$ cat config.mk
export PLATFORM = sky130hd
export DESIGN_NAME = cea_front
export DESIGN_NICKNAME = d
export VERILOG_FILES = /design/src/hdl/cea_pkg.sv /design/src/hdl/cea_front.sv
export SDC_FILE = /design/constraint.sdc
export NUM_CORES = 1
export LEC_CHECK = 0
export BUFFER_PORTS_ARGS = -buffer_cell sky130_fd_sc_hd__buf_2
export CAP_MARGIN = 10
export CORE_MARGIN = 3
export CORE_UTILIZATION = 45
export DETAILED_ROUTE_END_ITERATION = 10
export PLACE_DENSITY = 0.82
export SLEW_MARGIN = 20
export SYNTH_ARGS = -nofsm -noshare
export SYNTH_HDL_FRONTEND = slang
export SYNTH_SLANG_ARGS = --single-unit
export TNS_END_PERCENT = 100
$ cat constraint.sdc
create_clock -name clock -period 2.5 [get_ports clock]
set_input_delay 0.125 -clock clock [delete_from_list [all_inputs] [get_ports clock]]
set_output_delay 0.125 -clock clock [all_outputs]
set_load 0.01 [all_outputs]
$ cat src/hdl/cea_pkg.sv
// Shared types, codes and constants for the conditional execute stage.
`timescale 1ns / 1ps
`default_nettype none
package cea_pkg;

   localparam int MEM_BYTES = 65536;
   localparam int MEM_ROWS = MEM_BYTES / 4;
   localparam int ROW_BITS = $clog2(MEM_ROWS);
   localparam int ADDR_BITS = $clog2(MEM_BYTES);
   localparam int ITEM_DEPTH = 2;
   localparam int RSP_DEPTH = 2;

   localparam logic [3:0] COND_EQ = 4'd0;
   localparam logic [3:0] COND_NE = 4'd1;
   localparam logic [3:0] COND_GE = 4'd10;
   localparam logic [3:0] COND_LT = 4'd11;
   localparam logic [3:0] COND_GT = 4'd12;
   localparam logic [3:0] COND_LE = 4'd13;
   localparam logic [3:0] COND_AL = 4'd14;

   localparam logic [3:0] OP_AND = 4'd0;
   localparam logic [3:0] OP_EOR = 4'd1;
   localparam logic [3:0] OP_SUB = 4'd2;
   localparam logic [3:0] OP_RSB = 4'd3;
   localparam logic [3:0] OP_ADD = 4'd4;
   localparam logic [3:0] OP_TST = 4'd8;
   localparam logic [3:0] OP_TEQ = 4'd9;
   localparam logic [3:0] OP_CMP = 4'd10;
   localparam logic [3:0] OP_ORR = 4'd12;
   localparam logic [3:0] OP_MOV = 4'd13;

   localparam logic [2:0] FAULT_NONE = 3'd0;
   localparam logic [2:0] FAULT_TYPE = 3'd1;
   localparam logic [2:0] FAULT_COND = 3'd2;
   localparam logic [2:0] FAULT_OPCODE = 3'd3;
   localparam logic [2:0] FAULT_ADDR = 3'd4;

   localparam logic [3:0] PC_INDEX = 4'd15;

   typedef enum logic [2:0] {
      KIND_BAD_COND,
      KIND_MUL,
      KIND_DP,
      KIND_BAD_OP,
      KIND_LS,
      KIND_BRANCH,
      KIND_BAD_TYPE
   } kind_type;

   typedef struct packed {
      logic [31:0] instr;
      kind_type    kind;
   } item_type;

   typedef struct packed {
      logic        cond_passed;
      logic [2:0]  fault_code;
      logic        branch_taken;
      logic [31:0] branch_target;
      logic        dest_written;
      logic [3:0]  dest_index;
      logic [31:0] dest_value;
      logic [3:0]  flags_nzcv;
   } rsp_type;

   typedef struct packed {
      logic                 wr;
      logic                 rd;
      logic [ADDR_BITS-1:0] addr;
      logic [31:0]          wdata;
   } mem_req_type;

   typedef enum logic [1:0] {
      ST_CLEAR,
      ST_RUN,
      ST_LOAD
   } st_type;

endpackage
`default_nettype wire

$ cat src/hdl/cea_front.sv
// Front part: accepts instruction words, classifies them and queues them.
`timescale 1ns / 1ps
`default_nettype none
module cea_front (
   input  wire logic         clock,
   input  wire logic         reset,
   input  wire logic         push,
   output logic              full,
   input  wire logic [31:0]  instr_word,
   input  wire logic         accept_en,
   output logic              item_valid,
   output cea_pkg::item_type item,
   input  wire logic         item_pop
);

   cea_pkg::item_type q_ff [cea_pkg::ITEM_DEPTH];
   logic [1:0]        cnt_ff;
   logic              rptr_ff;
   logic              wptr_ff;
   logic              do_push;
   cea_pkg::kind_type kind;

   always_comb begin
      kind = cea_pkg::KIND_BAD_TYPE;
      case (instr_word[31:28]) inside
         cea_pkg::COND_EQ, cea_pkg::COND_NE, cea_pkg::COND_GE, cea_pkg::COND_LT,
         cea_pkg::COND_GT, cea_pkg::COND_LE, cea_pkg::COND_AL: begin
            unique case (instr_word[27:26])
               2'b00: begin
                  if (instr_word[27:22] == 6'd0 && instr_word[7:4] == 4'b1001) begin
                     kind = cea_pkg::KIND_MUL;
                  end else begin
                     case (instr_word[24:21]) inside
                        cea_pkg::OP_AND, cea_pkg::OP_EOR, cea_pkg::OP_SUB, cea_pkg::OP_RSB,
                        cea_pkg::OP_ADD, cea_pkg::OP_TST, cea_pkg::OP_TEQ, cea_pkg::OP_CMP,
                        cea_pkg::OP_ORR, cea_pkg::OP_MOV: kind = cea_pkg::KIND_DP;
                        default: kind = cea_pkg::KIND_BAD_OP;
                     endcase
                  end
               end
               2'b01: kind = cea_pkg::KIND_LS;
               2'b10: kind = instr_word[25] ? cea_pkg::KIND_BRANCH : cea_pkg::KIND_BAD_TYPE;
               default: kind = cea_pkg::KIND_BAD_TYPE;
            endcase
         end
         default: kind = cea_pkg::KIND_BAD_COND;
      endcase
   end

   assign full = (cnt_ff == 2'(cea_pkg::ITEM_DEPTH)) || !accept_en;
   assign do_push = push && !full;
   assign item_valid = cnt_ff != 2'd0;
   assign item = q_ff[rptr_ff];

   always_ff @(posedge clock) begin
      if (reset) begin
         cnt_ff <= '0;
         rptr_ff <= 1'b0;
         wptr_ff <= 1'b0;
      end else begin
         if (do_push) begin
            wptr_ff <= !wptr_ff;
         end
         if (item_pop) begin
            rptr_ff <= !rptr_ff;
         end
         cnt_ff <= cnt_ff + 2'(do_push) - 2'(item_pop);
      end
   end

   always_ff @(posedge clock) begin
      if (do_push) begin
         q_ff[wptr_ff] <= '{instr: instr_word, kind: kind};
      end
   end

endmodule
`default_nettype wire

==> flow_metrics.tcl <==
set metrics [dict create \
    core_area_um2 6060 \
    setup_viol 0 \
    postSynthAreaPerCell_um2 18.8 \
    yosys_warnings 0 \
    startpoint_type "register" \
    reg2reg_depth 8 \
    comb_power_share_pct 13.5 \
    ctsResizeCount 0 \
    yosysTopAreaCellShare_pct 73.1 \
    area.sequential_um2 2200 \
    relSlewSlack_pct 60.8 \
    numCtsBuffers 9 \
    clockBufferDepth 2 \
    synth_cells 153 \
    yosys.cell_count.top_type "edfxtp_1" \
    final_nets 302 \
    cts_setup_buffers 0 \
    antenna_found_initial 0 \
    power.internal_mw 2.21 \
    firstDrtPassIters 4 \
    synth_compound_area_share_pct 2.13 \
    r2r_end "cnt_ff[1]" \
    peakVddDrop_v 0.000496 \
    synth_ff_type "edfxtp_1" \
    hold-path-cell-count 1 \
    synth_edf_count 70 \
    cp.arrival_ns 1.69 \
    crit_chain "buf_12 -> mux2_2 -> buf_2" \
    worstHoldStart "instr_word[23]" \
    clk_latency_ns 0.33 \
    crit_buf_inv 2 \
    synthXorXnorAreaFrac_pct 1.22 \
    p_switching_mw 0.631 \
    slew_violations 0 \
    synth.area.mux_share_pct 14.1 \
    cp_max_fo 18 \
    fp-row-count 28 \
    timing.setup.tns_ns 0 \
    grt_pass1_vias 1758 \
    p_leak_nw 1.45 \
    status "completed" \
    syn-num-nets 192 \
    die_w_um 85.9 \
    r2r_setup_slack_ns 0.75 \
    synth_top_family_by_area "multiplexers" \
    postRouteWirelength_um 5320 \
    min_to "q_ff[0][26]" \
    synth-seq-cells 75 \
    htree_levels 3 \
    rsz0062_at_grt "no" \
    critPathKind "register to output pin" \
    post_drt_wl_per_cell_um 15.5 \
    clock.fmax_ghz 0.552 \
    synth_common_cells "70 x edfxtp_1, 31 x mux2_2, 8 x nor2_1" \
    cts_tree "yes" \
    dpl.hpwl_um 3500 \
    critPathRequiredTime_ns 2.38 \
    grt_max_degree 20 \
    critPathMaxStageDelay_ns 0.63 \
    hold_class "input port to register" \
    viasPerCell 4.89 \
    yosys.area.top_type "edfxtp_1" \
    yosys.area_share.adder_pct 0.871 \
    crit_path_end_kind "output pin" \
    synthSimpleGateAreaFrac_pct 3.83 \
    fin_hold_ws_ns 0.0215 \
    clkSinkCount 75 \
    grt_pass1_wl_um 8170 \
    placement.io_buffers 73 \
    die_y_um 85.9 \
    ant_nets 0 \
    dieArea_um2 7380 \
    maxCapViolCount 0 \
    vias 1674 \
    drcViolationCount 0 \
    cts.reportedPaths.clkPinSlew_ns 0.08 \
    p_sw_share_pct 22.2 \
    reg2reg_from "cnt_ff[1]" \
    grt-ovfl-total 0 \
    worst_slew_pin_slew_ns 0.586 \
    power_frac_clock_pct 33.9 \
    min_period_ns 1.81 \
    critical-path-top-delay-family "flip-flops" \
    finalHoldViolCount 0 \
    gp_congestion 0.710 \
    io-pin-count 74 \
    skew_ns 0.00733 \
    grt_usage_pct 14.9 \
    n_fill_cell 451 \
    synth_cell_types 26 \
    seq_area_frac_synth_pct 76.6 \
    finalCritPeriodShare_pct 72.5 \
    multi_input_area_um2 652 \
    async_reset_ff_share_pct 0 \
    syn2layout_area_growth_pct 33.5 \
    netlist_area_um2 2870 \
    start_util_pct 47.4 \
    drtIter0Drc 61 \
    antennaDiodeCount 0 \
    pwr-share-seq_pct 52.6 \
    critPathSlowestCell "dfxtp_2" \
    clockRootBuffer "clkbuf_8" \
    synth_area_leaders "edfxtp_1 73%, mux2_2 12%, dfxtp_1 3.5%, mux2_1 2.0%, nor2_1 1.0%" \
    power_density_nw_per_um2 741 \
    drive_gt1_share_pct 49.4 \
]
-- per-stage QoR --
step / total power [mW] / area, um2 / std cells / utilization (%) / setup slack [ns]
floorplan: 1.72 / 2870 / 153 / - / 0.0780
global placement: 1.87 / 3380 / 302 / 55.8 / 0.799
detailed placement: 1.88 / 3380 / 302 / 55.8 / 0.741
global route: 2.96 / 3840 / 342 / 63.3 / 0.593
CTS: 2.87 / 3840 / 342 / 63.3 / 0.645
finish: 2.84 / 3840 / 342 / 63.3 / 0.688
-- cell usage in the layout (no fill, tap or decap), types with 3 or more instances in the layout --
master         instances
edfxtp_1              70
inv_1                  3
buf_2                 73
buf_4                  4
mux2_2                31
mux2_1                 5
xnor2_1                3
nor2_1                 6
clkbuf_8               9
dfxtp_1                4
dlygate4sd3_1         25
-- what timing repair did --
action	CTS	global route
setup endpoints to repair	0	0
hold buffers	25	0
hold endpoints to repair	52	0
-- worst max path at each step --
stage,start,to,slack [ns],cells past startpoint
final,register,item[3],0.69,3
after global routing,register,item[3],0.59,3
after CTS,register,item[7],0.64,3
after detailed placement,cnt_ff[1],cnt_ff[1],0.74,8
after global placement,cnt_ff[1],q_ff[1][11],0.80,4
after floorplan,cnt_ff[1],q_ff[0][0],0.08,3
-- final cells by class --
class | instances | share of cell area, %
clock buffers | 10 | 3.33
inverters | 4 | 0.391
clock inverters | 5 | 2.05
multi-input cells | 70 | 17.0
flip-flops and latches | 75 | 57.4
well taps | 75 | 2.45
repair buffers | 103 | 17.4
-- routing by layer --
layer  up-vias  routed length [um]  global-route usage [%]
met1       813                2120                    15.9
met4         0                  86                    7.34
li1        805                   -                       -
met2        47                2830                    27.2
met5         -                   0                       0
met3         9                 279                    3.65
-- power by group through the flow --
stage / registers [mW] / clock network [mW] / logic (mW)
finish: 1.49 / 0.964 / 0.385
floorplan: 1.51 / 0 / 0.215
CTS: 1.50 / 0.985 / 0.393
global placement: 1.52 / 0 / 0.352
global route: 1.50 / 1.04 / 0.423
detailed placement: 1.52 / 0 / 0.360
-- sequential cells by signal (all words and copies together) (netlist names), named ones only --
signal	count
cnt_ff	2
wptr_ff	1
rptr_ff	1
q_ff	70
-- cell families after synthesis --
group,Yosys count
simple gates,19
mux,36
compound gates,9
flops,75
xor+xnor,4
buf+inv,8
fa+ha+maj,2
Note: power is estimated with default switching activity, not from simulation.
